**config.mk**
```make
export PLATFORM = sky130hd
export DESIGN_NAME = card_machine_instruction_executor
export DESIGN_NICKNAME = d
export VERILOG_FILES = /design/src/rtl/core/cme_pkg.sv /design/src/rtl/core/cme_ram.sv /design/src/rtl/core/cme_vld.sv /design/src/rtl/core/cme_ctrl.sv /design/src/rtl/core/card_machine_instruction_executor.sv
export SDC_FILE = /design/constraint.sdc
export NUM_CORES = 2
export LEC_CHECK = 0
export ABC_AREA = 1
export BUFFER_PORTS_ARGS = -buffer_cell sky130_fd_sc_hd__buf_2
export CAP_MARGIN = 40
export CORE_MARGIN = 8
export CORE_UTILIZATION = 40
export CTS_CLUSTER_SIZE = 14
export DETAILED_ROUTE_END_ITERATION = 10
export GPL_ROUTABILITY_DRIVEN = 0
export GPL_TIMING_DRIVEN = 0
export REMOVE_ABC_BUFFERS = 1
export SETUP_SLACK_MARGIN = 0.5
export SLEW_MARGIN = 0
export SYNTH_ARGS = -nofsm -noshare
export SYNTH_HDL_FRONTEND = slang
export SYNTH_SLANG_ARGS = --single-unit
export TNS_END_PERCENT = 100
```
**constraint.sdc**
```tcl
create_clock -name clk -period 19.55 [get_ports clk]
set_input_delay 2.9325 -clock clk [delete_from_list [all_inputs] [get_ports clk]]
set_output_delay 2.9325 -clock clk [all_outputs]
set_load 0.01 [all_outputs]
```
**src/rtl/core/cme_pkg.sv**
```systemverilog
`timescale 1ns / 1ps
// ----------------------------------------------------------------------------
// cme_pkg
// Shared types, codes and constants of the card machine instruction executor.
// ----------------------------------------------------------------------------
package cme_pkg;

	// Memory geometry.
	localparam int MEM_WORDS   = 100;
	localparam int BLOCK_WORDS = 10;
	localparam int MEM_AW      = $clog2(MEM_WORDS);
	localparam int CNT_W       = $clog2(BLOCK_WORDS);
	localparam int ADDR_W      = 7;
	localparam int WORD_W      = 32;

	// The counter stops at this address even when memory is larger.
	localparam int PC_LIMIT = 99;
	localparam int DEC_BASE = 10;

	// Item operation codes.
	localparam logic [1:0] OP_LOAD  = 2'd0;
	localparam logic [1:0] OP_START = 2'd1;
	localparam logic [1:0] OP_STEP  = 2'd2;
	localparam logic [1:0] OP_CLEAR = 2'd3;

	// Result status codes.
	localparam logic [2:0] STAT_EXEC  = 3'd0;
	localparam logic [2:0] STAT_READ  = 3'd1;
	localparam logic [2:0] STAT_PRINT = 3'd2;
	localparam logic [2:0] STAT_HALT  = 3'd3;
	localparam logic [2:0] STAT_END   = 3'd4;
	localparam logic [2:0] STAT_BAD   = 3'd5;
	localparam logic [2:0] STAT_ACK   = 3'd6;

	// ASCII characters of the instruction set.
	localparam logic [7:0] CH_ZERO = 8'h30;
	localparam logic [7:0] CH_G    = 8'h47;
	localparam logic [7:0] CH_D    = 8'h44;
	localparam logic [7:0] CH_P    = 8'h50;
	localparam logic [7:0] CH_H    = 8'h48;
	localparam logic [7:0] CH_L    = 8'h4C;
	localparam logic [7:0] CH_R    = 8'h52;
	localparam logic [7:0] CH_S    = 8'h53;
	localparam logic [7:0] CH_C    = 8'h43;
	localparam logic [7:0] CH_B    = 8'h42;
	localparam logic [7:0] CH_T    = 8'h54;

	// Input item.
	typedef struct packed {
		logic [1:0]        op;
		logic [ADDR_W-1:0] address;
		logic [WORD_W-1:0] word;
	} cmd_item_t;

	// Result item.
	typedef struct packed {
		logic [2:0]        status;
		logic [WORD_W-1:0] data_word;
		logic [3:0]        block;
		logic              toggle;
		logic              last;
	} res_item_t;

	// Memory request from the sequencer.
	typedef struct packed {
		logic              we;
		logic [ADDR_W-1:0] waddr;
		logic [WORD_W-1:0] wdata;
		logic [ADDR_W-1:0] raddr;
		logic              clear;
	} mem_req_t;

	// Sequencer states.
	typedef enum logic [1:0] {
		S_IDLE,
		S_FETCH,
		S_DATA,
		S_EMIT
	} state_t;

	// What to do with data read in the data state.
	typedef enum logic [1:0] {
		DOP_LOAD_R,
		DOP_COMPARE,
		DOP_PRINT
	} dop_t;

	// True when the character is an ASCII decimal digit.
	function automatic logic is_digit(input logic [7:0] c);
		logic [7:0] d;
		d = c - CH_ZERO;
		return d < 8'(DEC_BASE);
	endfunction

endpackage

```
**src/rtl/core/cme_ram.sv**
```systemverilog
`timescale 1ns / 1ps
// ----------------------------------------------------------------------------
// cme_ram
// Generic single-write, single-read RAM with a registered read port.
// ----------------------------------------------------------------------------
module cme_ram #(
	parameter int WIDTH = 32,
	parameter int DEPTH = 100
) (
	input  logic                     clk,
	input  logic                     we,
	input  logic [$clog2(DEPTH)-1:0] waddr,
	input  logic [WIDTH-1:0]         wdata,
	input  logic [$clog2(DEPTH)-1:0] raddr,
	output logic [WIDTH-1:0]         rdata
);

	logic [WIDTH-1:0] mem_q [DEPTH];

	// Write port and registered read port.
	always_ff @(posedge clk) begin
		if (we) begin
			mem_q[waddr] <= wdata;
		end
		rdata <= mem_q[raddr];
	end

endmodule

```
**src/rtl/core/cme_vld.sv**
```systemverilog
`timescale 1ns / 1ps
// ----------------------------------------------------------------------------
// cme_vld
// One written flag per memory word. A word whose flag is clear reads as zero,
// so reset and a job clear empty the whole memory at once.
// ----------------------------------------------------------------------------
module cme_vld (
	input  logic              clk,
	input  logic              arst_n,
	input  cme_pkg::mem_req_t mem,
	output logic              rd_vld
);

	logic [cme_pkg::MEM_WORDS-1:0] vld_q;
	logic                          rd_vld_q;

	// Flags are set on a write and all dropped on a clear; the read flag
	// follows the RAM read latency.
	always_ff @(posedge clk or negedge arst_n) begin
		if (!arst_n) begin
			vld_q    <= '0;
			rd_vld_q <= 1'b0;
		end else begin
			if (mem.clear) begin
				vld_q <= '0;
			end else if (mem.we) begin
				vld_q[mem.waddr[cme_pkg::MEM_AW-1:0]] <= 1'b1;
			end
			rd_vld_q <= vld_q[mem.raddr[cme_pkg::MEM_AW-1:0]];
		end
	end

	assign rd_vld = rd_vld_q;

endmodule

```
**src/rtl/core/cme_ctrl.sv**
```systemverilog
`timescale 1ns / 1ps
// ----------------------------------------------------------------------------
// cme_ctrl
// Sequencer of the executor: takes items, fetches and decodes instructions
// from the word memory, does the data access, and holds the result register.
// ----------------------------------------------------------------------------
module cme_ctrl (
	input  logic                                clk,
	input  logic                                arst_n,
	input  logic                                cmd_valid,
	output logic                                cmd_stall,
	input  cme_pkg::cmd_item_t                  cmd,
	output logic                                res_valid,
	input  logic                                res_stall,
	output cme_pkg::res_item_t                  res,
	output cme_pkg::mem_req_t                   mem,
	input  logic [cme_pkg::WORD_W-1:0]          rd_word
);

	// Architectural state.
	cme_pkg::state_t                 state_q, state_d;
	logic [cme_pkg::WORD_W-1:0]      r_q, r_d;
	logic                            tog_q, tog_d;
	logic [cme_pkg::ADDR_W-1:0]      pc_q, pc_d;
	logic                            stop_q, stop_d;

	// Work registers of the current item.
	cme_pkg::res_item_t              pend_q, pend_d;
	logic [cme_pkg::ADDR_W-1:0]      ptr_q, ptr_d;
	logic [cme_pkg::CNT_W-1:0]       cnt_q, cnt_d;
	cme_pkg::dop_t                   dop_q, dop_d;

	// Output register.
	logic                            out_valid_q, out_valid_d;
	cme_pkg::res_item_t              out_q, out_d;

	// Fields of the fetched instruction.
	logic [7:0]                      c0, c1, c2, c3;
	logic [3:0]                      d2, d3;
	logic                            dig2, dig3;
	logic [cme_pkg::ADDR_W-1:0]      opnd;
	logic [cme_pkg::ADDR_W-1:0]      base;
	logic                            blk_ok;
	logic                            pc_over;
	cme_pkg::res_item_t              plain_res;

	assign c0 = rd_word[31:24];
	assign c1 = rd_word[23:16];
	assign c2 = rd_word[15:8];
	assign c3 = rd_word[7:0];
	assign d2 = 4'(c2 - cme_pkg::CH_ZERO);
	assign d3 = 4'(c3 - cme_pkg::CH_ZERO);
	assign dig2 = cme_pkg::is_digit(c2);
	assign dig3 = cme_pkg::is_digit(c3);

	// Two-digit operand address and the base word of a block.
	assign opnd = 7'(7'(d2) * 7'(cme_pkg::DEC_BASE) + 7'(d3));
	assign base = 7'(8'(d2) * 8'(cme_pkg::BLOCK_WORDS));
	assign blk_ok = 8'((8'(d2) + 8'd1) * 8'(cme_pkg::BLOCK_WORDS))
		<= 8'(cme_pkg::MEM_WORDS);

	// The counter has run past the program area.
	assign pc_over = (pc_q >= 7'(cme_pkg::PC_LIMIT)) || (pc_q >= 7'(cme_pkg::MEM_WORDS));

	// Template of a single result with no data.
	assign plain_res = '{status: cme_pkg::STAT_EXEC, data_word: '0, block: '0,
		toggle: 1'b0, last: 1'b1};

	// Next state, memory requests and result generation.
	always_comb begin
		state_d     = state_q;
		r_d         = r_q;
		tog_d       = tog_q;
		pc_d        = pc_q;
		stop_d      = stop_q;
		pend_d      = pend_q;
		ptr_d       = ptr_q;
		cnt_d       = cnt_q;
		dop_d       = dop_q;
		out_valid_d = out_valid_q && res_stall;
		out_d       = out_q;
		mem         = '0;
		mem.raddr   = ptr_q;
		cmd_stall   = (state_q != cme_pkg::S_IDLE);

		unique case (state_q)
			cme_pkg::S_IDLE: begin
				if (cmd_valid) begin
					pend_d        = plain_res;
					pend_d.status = cme_pkg::STAT_ACK;
					state_d       = cme_pkg::S_EMIT;
					unique case (cmd.op)
						cme_pkg::OP_LOAD: begin
							if (cmd.address < 7'(cme_pkg::MEM_WORDS)) begin
								mem.we    = 1'b1;
								mem.waddr = cmd.address;
								mem.wdata = cmd.word;
							end
						end
						cme_pkg::OP_START: begin
							pc_d   = '0;
							stop_d = 1'b0;
						end
						cme_pkg::OP_STEP: begin
							if (stop_q) begin
								pend_d.status = cme_pkg::STAT_END;
							end else if (pc_over) begin
								stop_d        = 1'b1;
								pend_d.status = cme_pkg::STAT_END;
							end else begin
								mem.raddr = pc_q;
								state_d   = cme_pkg::S_FETCH;
							end
						end
						cme_pkg::OP_CLEAR: begin
							r_d       = '0;
							tog_d     = 1'b1;
							pc_d      = '0;
							stop_d    = 1'b0;
							mem.clear = 1'b1;
						end
					endcase
				end
			end

			cme_pkg::S_FETCH: begin
				pend_d  = plain_res;
				state_d = cme_pkg::S_EMIT;
				if (c0 == 8'h00) begin
					// An empty word ends the program.
					stop_d        = 1'b1;
					pend_d.status = cme_pkg::STAT_END;
				end else begin
					pc_d = 7'(pc_q + 7'd1);
					if ((c0 == cme_pkg::CH_G || c0 == cme_pkg::CH_P) &&
						c1 == cme_pkg::CH_D) begin
						if (!dig2 || !blk_ok) begin
							stop_d        = 1'b1;
							pend_d.status = cme_pkg::STAT_BAD;
						end else if (c0 == cme_pkg::CH_G) begin
							pend_d.status = cme_pkg::STAT_READ;
							pend_d.block  = d2;
						end else begin
							// Print walks the block one word at a time.
							pend_d.status = cme_pkg::STAT_PRINT;
							pend_d.block  = d2;
							ptr_d         = base;
							cnt_d         = '0;
							mem.raddr     = base;
							dop_d         = cme_pkg::DOP_PRINT;
							state_d       = cme_pkg::S_DATA;
						end
					end else if (c0 == cme_pkg::CH_H) begin
						stop_d        = 1'b1;
						pend_d.status = cme_pkg::STAT_HALT;
					end else if ((c1 == cme_pkg::CH_R && (c0 == cme_pkg::CH_L ||
						c0 == cme_pkg::CH_S || c0 == cme_pkg::CH_C)) ||
						(c0 == cme_pkg::CH_B && c1 == cme_pkg::CH_T)) begin
						if (!dig2 || !dig3 || opnd >= 7'(cme_pkg::MEM_WORDS)) begin
							stop_d        = 1'b1;
							pend_d.status = cme_pkg::STAT_BAD;
						end else if (c0 == cme_pkg::CH_L) begin
							mem.raddr = opnd;
							dop_d     = cme_pkg::DOP_LOAD_R;
							state_d   = cme_pkg::S_DATA;
						end else if (c0 == cme_pkg::CH_S) begin
							mem.we    = 1'b1;
							mem.waddr = opnd;
							mem.wdata = r_q;
						end else if (c0 == cme_pkg::CH_C) begin
							mem.raddr = opnd;
							dop_d     = cme_pkg::DOP_COMPARE;
							state_d   = cme_pkg::S_DATA;
						end else if (tog_q) begin
							pc_d = opnd;
						end
					end
				end
			end

			cme_pkg::S_DATA: begin
				state_d = cme_pkg::S_EMIT;
				unique case (dop_q)
					cme_pkg::DOP_LOAD_R: begin
						r_d = rd_word;
					end
					cme_pkg::DOP_COMPARE: begin
						tog_d = (rd_word == r_q);
					end
					cme_pkg::DOP_PRINT: begin
						pend_d.data_word = rd_word;
						pend_d.last = (cnt_q == cme_pkg::CNT_W'(cme_pkg::BLOCK_WORDS - 1));
					end
					default: begin
					end
				endcase
			end

			cme_pkg::S_EMIT: begin
				// Hand the result over once the output register is free.
				if (!out_valid_q || !res_stall) begin
					out_valid_d  = 1'b1;
					out_d        = pend_q;
					out_d.toggle = tog_q;
					if (pend_q.last) begin
						state_d = cme_pkg::S_IDLE;
					end else begin
						cnt_d     = cme_pkg::CNT_W'(cnt_q + 1'b1);
						ptr_d     = 7'(ptr_q + 7'd1);
						mem.raddr = 7'(ptr_q + 7'd1);
						state_d   = cme_pkg::S_DATA;
					end
				end
			end
		endcase
	end

	// Control and architectural registers.
	always_ff @(posedge clk or negedge arst_n) begin
		if (!arst_n) begin
			state_q     <= cme_pkg::S_IDLE;
			r_q         <= '0;
			tog_q       <= 1'b1;
			pc_q        <= '0;
			stop_q      <= 1'b0;
			out_valid_q <= 1'b0;
			cnt_q       <= '0;
			dop_q       <= cme_pkg::DOP_LOAD_R;
		end else begin
			state_q     <= state_d;
			r_q         <= r_d;
			tog_q       <= tog_d;
			pc_q        <= pc_d;
			stop_q      <= stop_d;
			out_valid_q <= out_valid_d;
			cnt_q       <= cnt_d;
			dop_q       <= dop_d;
		end
	end

	// Payload registers.
	always_ff @(posedge clk) begin
		pend_q <= pend_d;
		ptr_q  <= ptr_d;
		out_q  <= out_d;
	end

	assign res_valid = out_valid_q;
	assign res       = out_q;

endmodule

```
**src/rtl/core/card_machine_instruction_executor.sv**
```systemverilog
`timescale 1ns / 1ps
// ----------------------------------------------------------------------------
// card_machine_instruction_executor
// Small card machine: word memory, register R, toggle and counter, driven by
// load, start, step and clear items.
// ----------------------------------------------------------------------------
// Usage:
// An item on cmd is taken when cmd_valid is high and cmd_stall low. Results
// leave on res under res_valid/res_stall; the final result of an item has
// last set. One item is worked on at a time, and cmd_stall stays high until
// its last result is in the output register.
// Steps from acceptance to the result in the output register:
//   load, start, clear, and a step that ends at once: emit only
//   step of GD, H, SR, BT or an unknown word: fetch and decode, then emit
//   step of LR or CR: fetch and decode, one data read, then emit
//   step of PD: fetch and decode, then a data read and an emit for each word,
//   each word needing its own read of the single memory read port.
// The next item is taken the cycle after the last result is registered,
// even while that result still waits on res_stall.
// Reset and a job clear empty the memory at once through one flag per word;
// no sweep runs. While res_stall holds a result, the output register keeps
// it unchanged and the next result waits in the emit state.
module card_machine_instruction_executor (
	input  logic                clk,
	input  logic                arst_n,
	input  logic                cmd_valid,
	output logic                cmd_stall,
	input  cme_pkg::cmd_item_t  cmd,
	output logic                res_valid,
	input  logic                res_stall,
	output cme_pkg::res_item_t  res
);

	cme_pkg::mem_req_t          mem;
	logic [cme_pkg::WORD_W-1:0] ram_rdata;
	logic                       rd_vld;
	logic [cme_pkg::WORD_W-1:0] rd_word;

	// Sequencer.
	cme_ctrl u_ctrl (
		.clk       (clk),
		.arst_n    (arst_n),
		.cmd_valid (cmd_valid),
		.cmd_stall (cmd_stall),
		.cmd       (cmd),
		.res_valid (res_valid),
		.res_stall (res_stall),
		.res       (res),
		.mem       (mem),
		.rd_word   (rd_word)
	);

	// Word memory.
	cme_ram #(
		.WIDTH (cme_pkg::WORD_W),
		.DEPTH (cme_pkg::MEM_WORDS)
	) u_ram (
		.clk   (clk),
		.we    (mem.we),
		.waddr (mem.waddr[cme_pkg::MEM_AW-1:0]),
		.wdata (mem.wdata),
		.raddr (mem.raddr[cme_pkg::MEM_AW-1:0]),
		.rdata (ram_rdata)
	);

	// Written flags of the memory words.
	cme_vld u_vld (
		.clk    (clk),
		.arst_n (arst_n),
		.mem    (mem),
		.rd_vld (rd_vld)
	);

	// A word never written since reset or clear reads as zero.
	assign rd_word = rd_vld ? ram_rdata : '0;

endmodule
```
==> results.cfg <==
[synthesis]
synthCells = 12100
ys.flop_type = edfxtp_1
syn_avg_cell_area_um2 = 11.7
synthArstFlopShare_pct = 4.35
yosys.cell_types.count = 53
syn_area_um2 = 141000
synth_edf_count = 3288
yosysWarnings = 0
yosysSeqAreaShare_pct = 73.1
ys_top_cells_by_area = edfxtp_1 70%, nand3_1 10%, nand2_1 10%
synth_top_area_share_pct = 70.0
synth_top_cell_by_area = edfxtp_1
synth-seq-cells = 3471

[global_route]
grt_pass1_vias = 89100
grt_pass1_wl_um = 619000
met2_usage_pct = 34.1
antenna_found_initial = 20
met3_usage_pct = 4.10
grt_usage_pct = 22.2
gr-total-overflow = 0
grt_use_met1_pct = 30.5
grt_max_degree = 78
grt-busiest-layer = met2

[clock_network]
cts.path.max_buffers = 4
tritoncts = done
numCtsBuffers = 358
postCtsSetupBuffers = 0
cts_sinks = 3471
cts.repair.resized = 0
cts_max_level = 5
root_buffer = clkbuf_16
hold_buffers = 0
clk_pin_slew_worst_paths_ns = 0.06
clk_latency_ns = 0.98

[placement]
dp_cells = 16600
dp_hpwl_um = 280000
io_buffers = 87

[final_layout]
final_cell_mix = 3885 x nand2_1, 3288 x edfxtp_1, 2922 x nand3_1
nFillCells = 30200
fin_cells = 17200
area_growth_pct = 19.2
final_nets = 12400
final_common_cell = nand2_1
drive_gt1_share_pct = 10.3

[sta]
clock.fmax_mhz = 108
rsz0062_at_grt = false
post-route-period-util_pct = 47.3
hold_viol_final = 0
slew_viol_final = 0
fin_worst_skew_ns = 0.111
min_period_ns = 9.25
worst_slew_pin_slew_ns = 0.997
setup_viol = 0
slew_headroom_pct = 33.6

[setup_path]
critical_path_class = register to register
cpMostUsedCell = nand2_1
critPathTopFamily = simple AND/OR/NAND/NOR gates
required_ns = 20.40
slowest_stage = nand2_4
end_kind = register
start_kind = register
crit_buf_inv = 10
crit_fanout = 74
max_stage_delay_ns = 0.86
arrival_ns = 10.10

[routing]
drt_iter0_markers = 11500
wl_um = 429000
antenna_left = 0
vias_per_cell = 5.56
vias = 95800
detail_route.wl_per_cell_um = 24.9
drc = 0
firstDrtPassIters = 6

[die]
chipHeight_um = 610
fp.dieW_um = 610
core_area_um2 = 352000
rows = 218
num_io_pins = 88
start_util_pct = 40.1
dieArea_um2 = 372000

[flow_run]
drv_cap = 0

[min_path]
hold_path_class = register to register

[run_status]
status = finished clean
-- cell type report --
type,count,area [um2],share of cell area (%)
antenna,34,85.1,0.0506
clock buffer,444,9500,5.65
clock inverter,204,2070,1.23
inverter,192,737,0.438
multi-input combinational,7669,34700,20.6
sequential,3471,103000,61.3
tap,4620,5780,3.44
timing repair buffer,602,12200,7.23
-- synth_stat cells (3+ instances only) --
cell / n
nor2_2: 5
buf_4: 58
buf_2: 505
nand3b_1: 6
nand3_1: 2922
a211o_1: 23
nand2_2: 10
nor4_1: 9
o21ai_0: 109
o211ai_1: 6
a31oi_1: 3
ha_1: 13
edfxtp_1: 3288
inv_2: 11
a22oi_1: 4
o31ai_1: 6
o22ai_1: 9
buf_1: 32
o21ai_1: 6
buf_6: 4
dfxtp_1: 32
a21oi_1: 154
o221ai_1: 3
nor2_1: 418
dfrtp_1: 150
clkbuf_1: 155
inv_1: 179
nand4_1: 18
nand2_1: 3888
xor2_1: 19
nor3_1: 13
nand3_2: 3
-- through the flow --
stage / hold WS (ns) / instance area (um2) / util [%] / worst slack, ns / TNS [ns]
6_report: 0.417 / 168000 / 47.8 / 10.30 / 0
2_1_floorplan: 0.400 / 137000 / - / -16.76 / -550.58
4_1_cts: 0.419 / 168000 / 47.8 / 10.51 / 0
3_5_place_dp: 0.405 / 156000 / 44.5 / 9.81 / 0
3_3_place_gp: 0.403 / 144000 / 40.8 / -46.73 / -1601.42
5_1_grt: 0.421 / 168000 / 47.8 / 9.99 / 0
-- state kept, by name, summed over array words and instances (netlist names) --
signal and flops:
u_ctrl.cnt_q 4, u_ctrl.dop_q 2, u_ctrl.pc_q 7, u_ctrl.pend_q 40
u_ctrl.ptr_q 7, u_ctrl.r_q 32, u_ctrl.res 41, u_ctrl.res_valid 1
u_ctrl.state_q 2, u_ctrl.stop_q 1, u_ctrl.tog_q 1, u_ram.mem_q 3200
u_ram.rdata 32, u_vld.rd_vld 1, u_vld.vld_q 100
-- kinds of logic (layout without fill, tap and decap cells) --
group           count (synthesis)  in the layout  share of synthesized area, %
simple gates                 7298           7298                          22.1
flops                        3471           3471                          73.1
buf+inv                       946           1442                          3.14
compound gates                336            336                          1.35
xor+xnor                       20             20                         0.124
fa+ha+maj                      15             15                         0.144
other cells                     0             34                             0
-- final timing paths --
| path | slack, ns | depth (start not counted) | to | from |
|---|---|---|---|---|
| worst min-delay path | 0.42 | 0 | u_ctrl.res[8] | u_ctrl.pend_q[8] |
| worst max-delay path | 10.30 | 33 | u_ram.rdata[5] | u_vld.rd_vld |
| worst min register to register | 0.42 | 0 | u_ctrl.res[8] | u_ctrl.pend_q[8] |
| worst max register to register | 10.30 | 33 | u_ram.rdata[5] | u_vld.rd_vld |
| max in group asynchronous | 16.50 | 2 | u_vld.vld_q[11] | arst_n |
| min in group asynchronous | 1.98 | 1 | u_vld.vld_q[35] | arst_n |
-- metal layers --
layer	up-vias	share of wire [%]
li1	43000	-
met1	47200	40
met2	4654	45
met3	929	9.5
met4	6	5.4
met5	-	0.0098
Power is not shown: default switching activity piles up to over one toggle a cycle in this logic, so the estimate is an artifact.
